[src/hw/rtl/ldsp_pkg.sv]
package ldsp_pkg;

  localparam int LED_COUNT     = 6;
  localparam int PATTERN_COUNT = 4;

  localparam int MASK_W  = 6;
  localparam int PORT_W  = 5;
  localparam int POS_W   = 5;
  localparam int SEL_W   = 2;
  localparam int SCAN_W  = (LED_COUNT > 1) ? $clog2(LED_COUNT) : 1;
  localparam int TABLE_SLOTS = 21;

  localparam logic [PORT_W-1:0] DARK_CODE = 5'h10;

  typedef enum logic [2:0] {
    ACT_SCAN   = 3'd0,
    ACT_EFFECT = 3'd1,
    ACT_LOAD   = 3'd2,
    ACT_OFF    = 3'd3,
    ACT_START  = 3'd4
  } action_t;

  // entries already cut to the six mask bits (the first strip entry is dark)
  localparam logic [MASK_W-1:0] PATTERN_TABLE [0:3][0:TABLE_SLOTS-1] = '{
    '{6'd0, 6'd1, 6'd3, 6'd7, 6'd15, 6'd31, 6'd63, 6'd0, 6'd0, 6'd0, 6'd0,
      6'd0, 6'd0, 6'd0, 6'd0, 6'd0, 6'd0, 6'd0, 6'd0, 6'd0, 6'd0},
    '{6'd33, 6'd18, 6'd12, 6'd12, 6'd18, 6'd33, 6'd0, 6'd0, 6'd0, 6'd0, 6'd0,
      6'd0, 6'd0, 6'd0, 6'd0, 6'd0, 6'd0, 6'd0, 6'd0, 6'd0, 6'd0},
    '{6'd32, 6'd16, 6'd8, 6'd4, 6'd2, 6'd1, 6'd33, 6'd17, 6'd9, 6'd5, 6'd3,
      6'd35, 6'd19, 6'd11, 6'd7, 6'd39, 6'd23, 6'd15, 6'd47, 6'd31, 6'd63},
    '{6'd1, 6'd2, 6'd4, 6'd8, 6'd16, 6'd32, 6'd0, 6'd0, 6'd0, 6'd0, 6'd0,
      6'd0, 6'd0, 6'd0, 6'd0, 6'd0, 6'd0, 6'd0, 6'd0, 6'd0, 6'd0}
  };

  localparam logic [POS_W-1:0] PATTERN_LENGTH [0:3] = '{5'd7, 5'd6, 5'd21, 5'd6};

  function automatic logic [MASK_W-1:0] pattern_entry(input logic [SEL_W-1:0] sel,
                                                      input logic [POS_W-1:0] pos);
    logic [MASK_W-1:0] e;
    e = '0;
    if (pos < POS_W'(TABLE_SLOTS)) begin
      e = PATTERN_TABLE[sel][pos];
    end
    return e;
  endfunction

  typedef struct packed {
    logic              drive_valid;
    logic [PORT_W-1:0] port_value;
    logic              effect_running;
    logic [MASK_W-1:0] led_mask;
  } result_t;

endpackage

[src/hw/rtl/led_demux_scan_with_pattern_effects_core.sv]
// LED demux scan with pattern effects.
//
// Input stream (s_axis_*): one command word per handshake. tuser carries the
// action code (scan tick, effect tick, load mask, all off, start effect),
// tdata carries the mask and the effect number.
// Output stream (m_axis_*): exactly one result word per command. tuser[0]
// says the word drove the demux (scan tick); tdata carries the demux code,
// the effect-running flag and the LED mask after the command.
//
// The state update and the result are computed from the accepted word and
// registered at the same edge. Throughput is one word per cycle while the
// skid is empty, set by the single registered update of the scan/walk state.
// A two-entry output stage (result register plus skid register) lets one more
// word in while the receiver stalls; s_axis_tready drops only when both are
// full, and nothing is lost or reordered.
// Reset (rst, synchronous) darkens all LEDs, rewinds the scan and the walk,
// clears the chosen table and the running flag, and empties the output stage.
module led_demux_scan_with_pattern_effects_core (
  input  logic        clk,
  input  logic        rst,
  input  logic        s_axis_tvalid,
  output logic        s_axis_tready,
  input  logic [15:0] s_axis_tdata,   // [5:0] mask, [8:6] effect_number, rest zero
  input  logic [2:0]  s_axis_tuser,   // [2:0] action
  output logic        m_axis_tvalid,
  input  logic        m_axis_tready,
  output logic [15:0] m_axis_tdata,   // [4:0] port_value, [5] effect_running,
                                      // [11:6] led_mask, rest zero
  output logic [0:0]  m_axis_tuser    // [0] drive_valid
);

  localparam int MW = ldsp_pkg::MASK_W;
  localparam int PW = ldsp_pkg::POS_W;
  localparam int SW = ldsp_pkg::SCAN_W;

  logic [MW-1:0]                on_mask, on_mask_next;
  logic [SW-1:0]                scan_position, scan_position_next;
  logic [PW-1:0]                pattern_position, pattern_position_next;
  logic                         walk_backward, walk_backward_next;
  logic                         pattern_chosen, pattern_chosen_next;
  logic [ldsp_pkg::SEL_W-1:0]   pattern_select, pattern_select_next;
  logic                         running_flag, running_flag_next;

  ldsp_pkg::result_t result, out_word, skid_word;
  logic              out_valid, skid_valid;
  logic              accept;

  ldsp_pkg::action_t action;
  logic [MW-1:0]     in_mask;
  logic [2:0]        in_effect;

  logic [MW-1:0]     scan_bits;
  logic              scan_lit;
  logic [SW:0]       scan_inc;
  logic [PW-1:0]     len, pos_cur;
  logic [PW:0]       pos_inc;
  logic              step_back;

  assign action    = ldsp_pkg::action_t'(s_axis_tuser);
  assign in_mask   = s_axis_tdata[5:0];
  assign in_effect = s_axis_tdata[8:6];

  assign s_axis_tready = !skid_valid;
  assign accept        = s_axis_tvalid && s_axis_tready;

  // scan code for the current position
  assign scan_bits = on_mask >> scan_position;
  assign scan_lit  = (32'(scan_position) < MW) && (32'(scan_position) < ldsp_pkg::LED_COUNT)
                     && scan_bits[0];
  assign scan_inc  = {1'b0, scan_position} + 1'b1;

  // walk helpers; position is kept below the table length, the clamp is a guard
  assign len       = ldsp_pkg::PATTERN_LENGTH[pattern_select];
  assign pos_cur   = (pattern_position >= len) ? '0 : pattern_position;
  assign pos_inc   = {1'b0, pos_cur} + 1'b1;
  assign step_back = walk_backward && (pos_cur != '0);

  always_comb begin
    on_mask_next          = on_mask;
    scan_position_next    = scan_position;
    pattern_position_next = pattern_position;
    walk_backward_next    = walk_backward;
    pattern_chosen_next   = pattern_chosen;
    pattern_select_next   = pattern_select;
    running_flag_next     = running_flag;
    result.drive_valid    = 1'b0;
    result.port_value     = '0;

    case (action)
      ldsp_pkg::ACT_SCAN: begin
        result.drive_valid = 1'b1;
        result.port_value  = scan_lit ? ldsp_pkg::PORT_W'(scan_position)
                                      : ldsp_pkg::DARK_CODE;
        if (32'(scan_inc) >= ldsp_pkg::LED_COUNT) begin
          scan_position_next = '0;
        end else begin
          scan_position_next = scan_inc[SW-1:0];
        end
      end
      ldsp_pkg::ACT_EFFECT: begin
        if (pattern_chosen) begin
          on_mask_next = ldsp_pkg::pattern_entry(pattern_select, pos_cur);
          if (step_back) begin
            walk_backward_next    = 1'b1;
            pattern_position_next = pos_cur - 1'b1;
          end else if (pos_inc >= {1'b0, len}) begin
            // far end shown once, turn back
            walk_backward_next    = 1'b1;
            pattern_position_next = (len >= PW'(2)) ? len - PW'(2) : '0;
          end else begin
            walk_backward_next    = 1'b0;
            pattern_position_next = pos_inc[PW-1:0];
          end
        end
      end
      ldsp_pkg::ACT_LOAD: begin
        on_mask_next = in_mask;
      end
      ldsp_pkg::ACT_OFF: begin
        on_mask_next      = '0;
        running_flag_next = 1'b0;
      end
      ldsp_pkg::ACT_START: begin
        if ((32'(in_effect) < ldsp_pkg::PATTERN_COUNT) && (in_effect < 3'd4)) begin
          pattern_select_next   = in_effect[ldsp_pkg::SEL_W-1:0];
          pattern_chosen_next   = 1'b1;
          running_flag_next     = 1'b1;
          pattern_position_next = '0;
          walk_backward_next    = 1'b0;
        end
      end
      default: begin
      end
    endcase

    result.effect_running = running_flag_next;
    result.led_mask       = on_mask_next;
  end

  always_ff @(posedge clk) begin
    if (rst) begin
      on_mask          <= '0;
      scan_position    <= '0;
      pattern_position <= '0;
      walk_backward    <= 1'b0;
      pattern_chosen   <= 1'b0;
      pattern_select   <= '0;
      running_flag     <= 1'b0;
    end else if (accept) begin
      on_mask          <= on_mask_next;
      scan_position    <= scan_position_next;
      pattern_position <= pattern_position_next;
      walk_backward    <= walk_backward_next;
      pattern_chosen   <= pattern_chosen_next;
      pattern_select   <= pattern_select_next;
      running_flag     <= running_flag_next;
    end
  end

  // output register with skid: skid fills only when the output word is stalled
  always_ff @(posedge clk) begin
    if (rst) begin
      out_valid  <= 1'b0;
      skid_valid <= 1'b0;
    end else if (!out_valid || m_axis_tready) begin
      if (skid_valid) begin
        out_valid  <= 1'b1;
        skid_valid <= 1'b0;
      end else begin
        out_valid <= accept;
      end
    end else if (accept) begin
      skid_valid <= 1'b1;
    end
  end

  always_ff @(posedge clk) begin
    if (!out_valid || m_axis_tready) begin
      if (skid_valid) begin
        out_word <= skid_word;
      end else if (accept) begin
        out_word <= result;
      end
    end else if (accept) begin
      skid_word <= result;
    end
  end

  assign m_axis_tvalid = out_valid;
  assign m_axis_tuser  = out_word.drive_valid;
  assign m_axis_tdata  = {4'b0000, out_word.led_mask, out_word.effect_running,
                          out_word.port_value};

`ifndef SYNTHESIS
  a_skid_behind_out: assert property (@(posedge clk) disable iff (rst)
    skid_valid |-> out_valid)
    else $error("skid word held with empty output register");

  a_port_code: assert property (@(posedge clk) disable iff (rst)
    out_valid |-> (out_word.drive_valid
                   ? (out_word.port_value == ldsp_pkg::DARK_CODE ||
                      32'(out_word.port_value) < ldsp_pkg::LED_COUNT)
                   : (out_word.port_value == '0)))
    else $error("bad demux code in result word");

  a_scan_range: assert property (@(posedge clk) disable iff (rst)
    32'(scan_position) < ldsp_pkg::LED_COUNT)
    else $error("scan position past last LED");

  a_walk_range: assert property (@(posedge clk) disable iff (rst)
    pattern_chosen |-> (pattern_position < len))
    else $error("pattern walk past end of table");

  a_running_needs_table: assert property (@(posedge clk) disable iff (rst)
    running_flag |-> pattern_chosen)
    else $error("effect running with no table chosen");
`endif

endmodule

[config.mk]
export PLATFORM = sky130hd
export DESIGN_NAME = led_demux_scan_with_pattern_effects_core
export DESIGN_NICKNAME = d
export VERILOG_FILES = /design/src/hw/rtl/ldsp_pkg.sv /design/src/hw/rtl/led_demux_scan_with_pattern_effects_core.sv
export SDC_FILE = /design/constraint.sdc
export NUM_CORES = 1
export LEC_CHECK = 0
export BUFFER_PORTS_ARGS = -buffer_cell sky130_fd_sc_hd__buf_2
export CAP_MARGIN = 20
export CORE_MARGIN = 8
export CORE_UTILIZATION = 45
export DETAILED_ROUTE_END_ITERATION = 12
export GPL_ROUTABILITY_DRIVEN = 0
export MAX_ROUTING_LAYER = met4
export PLACE_DENSITY = 0.66
export SETUP_SLACK_MARGIN = 0.02
export SKIP_LAST_GASP = 1
export SLEW_MARGIN = 20
export SYNTH_ARGS = -nofsm -noshare
export SYNTH_HDL_FRONTEND = slang
export SYNTH_SLANG_ARGS = --single-unit
export TNS_END_PERCENT = 50
[constraint.sdc]
create_clock -name clk -period 5.5 [get_ports clk]
set_input_delay 0.55 -clock clk [delete_from_list [all_inputs] [get_ports clk]]
set_output_delay 0.55 -clock clk [all_outputs]
set_load 0.02 [all_outputs]
==> results of run 1 <==
[routing by layer]
metal | up-vias | GRT usage | part of all wire | routed length, µm
met2 | 138 | 0.260 | 0.44 | 3850
met4 | 0 | 0.0711 | 0.027 | 238
li1 | 1469 | - | - | -
met3 | 29 | 0.0279 | 0.068 | 594
met5 | - | - | 0 | 0
met1 | 1440 | 0.244 | 0.47 | 4080
[sequential cells by signal, summed over array words and instances, names as in the netlist]
name              flops
skid_word            12
m_axis_tdata         11
on_mask               6
pattern_position      5
scan_position         3
pattern_select        2
m_axis_tuser          1
m_axis_tvalid         1
pattern_chosen        1
running_flag          1
skid_valid            1
walk_backward         1
[final cells by class]
type	count	area [µm²]	area share
Multi-Input combinational cell	296	1990	0.550
Sequential cell	45	1140	0.315
Timing Repair Buffer	37	205	0.0567
Tap cell	99	124	0.0342
Clock buffer	5	68.8	0.0190
Inverter	18	67.6	0.0187
Clock inverter	3	22.5	0.00622
[cell usage in the layout, fill, tap and decap left out, types with 12 or more instances in the layout]
cell type                  synthesis  routed
sky130_fd_sc_hd__a21oi_1          25      25
sky130_fd_sc_hd__buf_2             5      29
sky130_fd_sc_hd__dfxtp_1          21      21
sky130_fd_sc_hd__edfxtp_1         24      24
sky130_fd_sc_hd__ha_1             14      14
sky130_fd_sc_hd__inv_1            16      16
sky130_fd_sc_hd__nand2_1          27      27
sky130_fd_sc_hd__nor2_1           40      40
sky130_fd_sc_hd__nor2b_1          12      12
sky130_fd_sc_hd__o21ai_0          16      16
[logic make-up after synthesis]
family	count (synthesis)
other	1
buffers and inverters	48
AOI/OAI and AO/OA	116
muxes	12
xor gates and xnor gates	3
DFF	45
and+or+nand+nor	146
adders and majority gates	14
[tightest hold or removal path: stages]
cell	delay, ps
sky130_fd_sc_hd__buf_2	70
sky130_fd_sc_hd__mux2i_1	50
sky130_fd_sc_hd__nor2_1	70
[through the flow]
stage	hold WS [ps]	instance area (µm²)	utilization	setup WS [ps]
after floorplan	481	3350	-	1340
after global placement	504	3520	0.488	935
after detailed placement	509	3520	0.488	876
after CTS	468	3610	0.501	863
after global routing	479	3620	0.502	418
final	465	3620	0.502	823
[final timing paths]
| check | end | slack [ps] | cells after the start |
|---|---|---|---|
| setup / recovery | pattern_position[1] | 820 | 19 |
| setup reg to reg | pattern_position[1] | 820 | 19 |
| hold reg to reg | m_axis_tdata[10] | 530 | 2 |
| hold / removal | pattern_select[1] | 470 | 3 |
[where the power goes]
part,internal (mW),switching [mW],leakage [nW]
sequential,0.368,0.00704,0.401
clock,0.0904,0.127,0.0481
combinational,0.0311,0.0558,0.867
==> qor_table.md, run 1 <==
| Metric | Reported |
| --- | --- |
| Run status | finished clean |
| WP data arrival | 4890 ps |
| Violation count after the first detailed-routing iteration | 478 |
| # port buffers | 29 |
| Overall die area | 10400 µm² |
| Overall power | 0.680 mW |
| Final antenna-violating net count | 0 |
| Synthesized-area fraction occupied by and/or/nand/nor cells | 0.236 |
| Critical Path Max Stage Delay | 430 ps |
| Achievable clock frequency | 0.214 GHz |
| Maximum number of pins on one net before global-route repair | 26 |
| Residual DRC count | 0 |
| Fill cell count | 711 |
| Clock sink total | 45 |
| Adder and majority gate portion of the synthesized area | 0.0525 |
| Average vias per placed instance | 6.12 |
| Latest clock arrival within the worst-skew pair | 310 ps |
| Average instance area after synthesis | 8.67 µm² |
| Finished Layout Cells | 503 |
| Peak fanout along the critical path | 8 |
| Count of maximum capacitance violations | 0 |
| First-pass detailed-route iteration total | 5 |
| Number of resized instances in the post-cts repair step | 0 |
| Launch point of the critical path | pattern_select[0] |
| Fin Setup TNS | 0 ps |
| Boundary pin count | 42 |
| RSZ-0062 raised after global routing | no |
| Inserted Clock Buffers | 5 |
| Congestion Overflow GR | 0 |
| Std cell rows | 31 |
| Top cells by area in the synthesized netlist | sky130_fd_sc_hd__edfxtp_1 (22%), sky130_fd_sc_hd__dfxtp_1 (13%), sky130_fd_sc_hd__ha_1 (5.2%) |
| Total number of nets in the final design | 440 |
| Buf/Inv on CP | 3 |
| Start-to-end type of the worst setup path | register to register |
| Cell leakage power | 1.32 nW |
| Core outline area | 7210 µm² |
| Total detailed-routing wirelength | 8770 µm |
| Max-slew headroom at the worst pin | 0.392 |
| Placed cells | 494 |
| Req. time, crit path | 5710 ps |
| Kind of end point of the critical path | register |
| Final count of pins violating max slew | 0 |
| Antenna fix cells | 0 |
| Initial antenna violation count | 0 |
| Fraction of final layout cells with drive strength greater than 1 | 0.173 |
| Global-route usage over all layers | 0.180 |
| Via Count | 3076 |
| Per-cell routed wire length | 17.4 µm |
| Top cell type by total area after synthesis | sky130_fd_sc_hd__edfxtp_1 |
| Instance count of the mapped netlist | 385 |
| Most common cell on crit path | sky130_fd_sc_hd__ha_1 |
| Final HPWL from detailed placement | 6360 µm |
| Hold crit path type | input port to register |
| Reg2Reg Launch Point | pattern_select[0] |
| H-tree levels | 2 |
| CTS tree | done |
| Wire length of the first global-routing pass | 14700 µm |
| Critical path launch point type | register |
| Netlist cell types | 78 |
| Final setup violation count | 0 |
| Final Skew | 7.28 ps |
| Portion of the clock cycle consumed by the worst path in the final layout | 0.850 |
| Fraction of synthesis flops using an asynchronous set or reset pin | 0 |
| Dominant combinational cell family by area after synthesis | compound AO/OA/AOI/OAI gates |
| Starting density of the core | 0.463 |
| Clock root cell | sky130_fd_sc_hd__clkbuf_8 |
| Startpoint of the most critical hold path | s_axis_tdata[7] |
| Yosys top cell area share | 0.216 |
| CTS Buffer Depth | 2 |
| Synth-to-layout area growth | 8.36% |
| Synth warnings | 0 |
| Slew at the pin with the worst max-slew slack | 911 ps |
| Final Hold Violating Endpoints | 0 |
| Buffers inserted by post-CTS timing repair | 0 |
| Die width | 102 µm |
| Most frequent cell after synthesis | sky130_fd_sc_hd__nor2_1 |
| Power per cell area | 188 nW/µm² |
| Share of cell area taken by muxes after synthesis | 0.0427 |
| Sequential fraction of the synthesis area | 0.342 |
| Clock edge transition at the registers on the reported setup and hold paths | 100 ps |
| Critical-path top delay cell | sky130_fd_sc_hd__dfxtp_1 |
| Complex-gate fraction of the synthesized area | 0.251 |
| Cell-by-cell trace of the critical path | inv_1, ha_1, inv_1, nand2_1, ha_1, nand2b_1, and4_1, nor2_1, nand2_1, inv_1, ha_1, nand3_1, xnor2_1, ha_1, o211ai_1, or4_4, o21a_4, and3_1, o31a_1 |
| Post-synthesis xor/xnor area fraction | 0.00787 |
| Total of hold buffers inserted after clock tree synthesis | 0 |
| Combined area of all synthesized cells | 3340 µm² |
| Die boundary height | 102 µm |
| Vias in the first global route | 2915 |
| Delay-heaviest family, CP | simple AND/OR/NAND/NOR gates |
| Top FF cell, synth | sky130_fd_sc_hd__edfxtp_1 |
| Synthesis-stage register bit count | 45 |
| Final Critical Period | 4680 ps |
| Number of enable-type register cells in the synthesized netlist | 24 |
| Cell types with the highest counts after synthesis | sky130_fd_sc_hd__nor2_1 (40), sky130_fd_sc_hd__nand2_1 (27), sky130_fd_sc_hd__a21oi_1 (25) |
| Max VDD drop | 0.000107 V |
Power figures use the tool's default switching activity.
==> run 2: changes to the inputs <==
--- a/config.mk
+++ b/config.mk
@@ -5,14 +5,16 @@
 export SDC_FILE = /design/constraint.sdc
 export NUM_CORES = 1
 export LEC_CHECK = 0
+export ABC_AREA = 1
 export BUFFER_PORTS_ARGS = -buffer_cell sky130_fd_sc_hd__buf_2
 export CAP_MARGIN = 20
 export CORE_MARGIN = 8
-export CORE_UTILIZATION = 45
+export CORE_UTILIZATION = 33
 export DETAILED_ROUTE_END_ITERATION = 12
 export GPL_ROUTABILITY_DRIVEN = 0
+export GPL_TIMING_DRIVEN = 1
 export MAX_ROUTING_LAYER = met4
-export PLACE_DENSITY = 0.66
+export PLACE_DENSITY = 0.53
 export SETUP_SLACK_MARGIN = 0.02
 export SKIP_LAST_GASP = 1
 export SLEW_MARGIN = 20
==> run 2 against run 1 <==
Against the previous run:
- total power grew 7.2%
- non-clock buffer count shrank 8
- via count shrank 13%
- worst hold slack gained 16 ps
- wire length shrank 15%
- sequential cell count is the same
- first-iteration DRC count shrank 75%
- critical path depth grew 2
- core utilization shrank 13 points
- critical path type unchanged
- largest cell class unchanged
- largest power group unchanged
- highest routed layer unchanged
==> qor_table.md, run 2 <==
| Metric | Reported |
| --- | --- |
| Wire length of the first global-routing pass | 13200 µm |
| Flip-flop count of the largest register, all copies and words added | 12 |
| Total detailed-routing wirelength | 7460 µm |
| Residual DRC count | 0 |
| Maximum number of pins on one net before global-route repair | 21 |
| Placed cells | 543 |
| First-pass detailed-route iteration total | 4 |
| Sequential fraction of the synthesis area | 0.371 |
| R2r worst-path depth | 21 |
| Antenna fix cells | 0 |
| Boundary pin count | 42 |
| Final antenna-violating net count | 0 |
| Synthesis-stage register bit count | 45 |
| Netlist cell types | 37 |
| Top cell type by total area after synthesis | sky130_fd_sc_hd__edfxtp_1 |
| Per-cell routed wire length | 13.5 µm |
| Average instance area after synthesis | 7.45 µm² |
| Most common library cell in the layout ignoring fill and taps | sky130_fd_sc_hd__nand2_1 |
| Die boundary height | 113 µm |
| Die width | 113 µm |
| Synth warnings | 0 |
| Final Hold Violating Endpoints | 0 |
| Final count of pins violating max slew | 0 |
| Synth-to-layout area growth | 10.6% |
| Count of maximum capacitance violations | 0 |
| Most frequent cell after synthesis | sky130_fd_sc_hd__nand2_1 |
| Slew at the pin with the worst max-slew slack | 1040 ps |
| Reg2Reg Launch Point | pattern_select[0] |
| Global-route usage over all layers | 0.130 |
| Fraction of final layout cells with drive strength greater than 1 | 0.161 |
| Congestion Overflow GR | 0 |
| CTS tree | done |
| Overall die area | 12700 µm² |
| Start-to-end type of the worst setup path | register to register |
| Number of enable-type register cells in the synthesized netlist | 24 |
| Portion of the clock cycle consumed by the worst path in the final layout | 0.685 |
| Reg-to-reg critical path endpoint | pattern_position[2] |
| Std cell rows | 35 |
| RSZ-0062 raised after global routing | no |
| R2r setup slk | 1730 ps |
| Clock sink total | 45 |
| Instance count of the mapped netlist | 413 |
| Buffers inserted by post-CTS timing repair | 0 |
| Vias in the first global route | 2675 |
| Final Critical Period | 3770 ps |
| Clock root cell | sky130_fd_sc_hd__clkbuf_8 |
| Cell leakage power | 1.50 nW |
| Fraction of synthesis flops using an asynchronous set or reset pin | 0 |
| Fin Setup TNS | 0 ps |
| Peak fanout along the critical path | 12 |
| Hold crit path type | register to register |
| Top FF cell, synth | sky130_fd_sc_hd__edfxtp_1 |
| Number of cells on the worst hold path | 2 |
| Finished Layout Cells | 551 |
| Max VDD drop | 0.000113 V |
| Initial antenna violation count | 0 |
| Starting density of the core | 0.336 |
| Violation count after the first detailed-routing iteration | 119 |
| Achievable clock frequency | 0.266 GHz |
| Endpoint of the worst hold-timing path | running_flag |
| H-tree levels | 2 |
| Core outline area | 9150 µm² |
| Cell types with the highest counts after synthesis | sky130_fd_sc_hd__nand2_1 (108), sky130_fd_sc_hd__inv_1 (47), sky130_fd_sc_hd__nor2_1 (36) |
| Startpoint of the most critical hold path | running_flag |
| Most flop-heavy register | skid_word |
| Yosys top cell area share | 0.234 |
| Latest clock arrival within the worst-skew pair | 300 ps |
| CTS Buffer Depth | 2 |
| Power per cell area | 214 nW/µm² |
| Combined area of all synthesized cells | 3080 µm² |
| Fill cell count | 963 |
| Inserted Clock Buffers | 5 |
| Clock edge transition at the registers on the reported setup and hold paths | 90 ps |
| Kind of end point of the critical path | register |
| Final Skew | 2.35 ps |
| Run status | finished clean |
| Commonest cells after routing, fill and taps aside | sky130_fd_sc_hd__nand2_1 (108), sky130_fd_sc_hd__inv_1 (47), sky130_fd_sc_hd__nor2_1 (35), sky130_fd_sc_hd__a21oi_1 (30), sky130_fd_sc_hd__buf_2 (29) |
| Top cells by area in the synthesized netlist | sky130_fd_sc_hd__edfxtp_1 (23%), sky130_fd_sc_hd__dfxtp_1 (14%), sky130_fd_sc_hd__nand2_1 (13%) |
| WP data arrival | 3950 ps |
| Final HPWL from detailed placement | 5780 µm |
| Total of hold buffers inserted after clock tree synthesis | 0 |
| Final setup violation count | 0 |
| Via Count | 2676 |
| # port buffers | 29 |
| Req. time, crit path | 5690 ps |
| Average vias per placed instance | 4.86 |
| Max-slew headroom at the worst pin | 0.306 |
| Smallest hold slack | 481 ps |
| Critical path launch point type | register |
| Number of resized instances in the post-cts repair step | 0 |
| Total number of nets in the final design | 476 |
## run 2: power breakdown
part / internal, mW / switching [mW] / leakage [nW]
clock: 0.137 / 0.121 / 0.0554
sequential: 0.370 / 0.00725 / 0.404
combinational: 0.0286 / 0.0648 / 1.04
## run 2: logic make-up (layout without fill, tap and decap cells)
family / Yosys count / count (layout) / synth area share
compound gates: 77 / 77 / 0.143
xor+xnor: 4 / 4 / 0.0114
fa+ha+maj: 14 / 14 / 0.0569
buf+inv: 72 / 95 / 0.102
flops: 45 / 45 / 0.371
other cells: 1 / 5 / 0.00122
simple gates: 200 / 200 / 0.314
## run 2: stage by stage
stage	instance area (µm²)	total power, mW	setup slack (ps)	util
floorplan	3090	0.453	2340	-
CTS	3400	0.735	1730	0.372
global placement	3290	0.478	1830	0.359
global route	3400	0.766	1300	0.372
detailed placement	3290	0.479	1770	0.359
finish	3400	0.729	1730	0.372
## run 2: layout make-up
type                       count  area [µm²]  area share
inverter                      58         229      0.0673
clock buffer                   6        72.6      0.0213
multi-input combinational    300        1640       0.481
clock inverter                 2        38.8      0.0114
tap                          111         139      0.0408
timing repair buffer          29         145      0.0426
sequential                    45        1140       0.335
## run 2: metal layers
layer,vias up,share of wire,track usage
met2,63,0.47,0.221
met4,0,0.0087,0.0333
met3,5,0.045,0.0220
met5,-,0,-
li1,1392,-,-
met1,1216,0.48,0.157
## run 2: worst max path at each step
stage                                 start  depth (start not counted)             endpoint  slack, ps
after floorplan           pattern_select[0]                         22  pattern_position[1]       2340
after global placement    pattern_select[0]                         21  pattern_position[2]       1830
after detailed placement  pattern_select[0]                         21  pattern_position[2]       1770
after CTS                 pattern_select[0]                         21  pattern_position[2]       1730
after global routing      pattern_select[0]                         21  pattern_position[1]       1300
final                     pattern_select[0]                         21  pattern_position[2]       1730
## run 2: critical path, stage by stage, from the launching register on
cell and delay (ps):
sky130_fd_sc_hd__dfxtp_1 370, sky130_fd_sc_hd__inv_1 120, sky130_fd_sc_hd__ha_1 320, sky130_fd_sc_hd__nor2_1 220, sky130_fd_sc_hd__inv_1 120, sky130_fd_sc_hd__ha_1 280
sky130_fd_sc_hd__nor2_1 50, sky130_fd_sc_hd__nor2_2 120, sky130_fd_sc_hd__nand3_4 140, sky130_fd_sc_hd__nand3_2 250, sky130_fd_sc_hd__clkinv_2 180, sky130_fd_sc_hd__ha_1 260
sky130_fd_sc_hd__nand3_1 100, sky130_fd_sc_hd__xor2_1 220, sky130_fd_sc_hd__inv_1 70, sky130_fd_sc_hd__ha_1 200, sky130_fd_sc_hd__nor2_1 190, sky130_fd_sc_hd__nand2_4 100
sky130_fd_sc_hd__nor2_2 130, sky130_fd_sc_hd__nand2_1 70, sky130_fd_sc_hd__nand3b_1 80, sky130_fd_sc_hd__a21oi_1 60
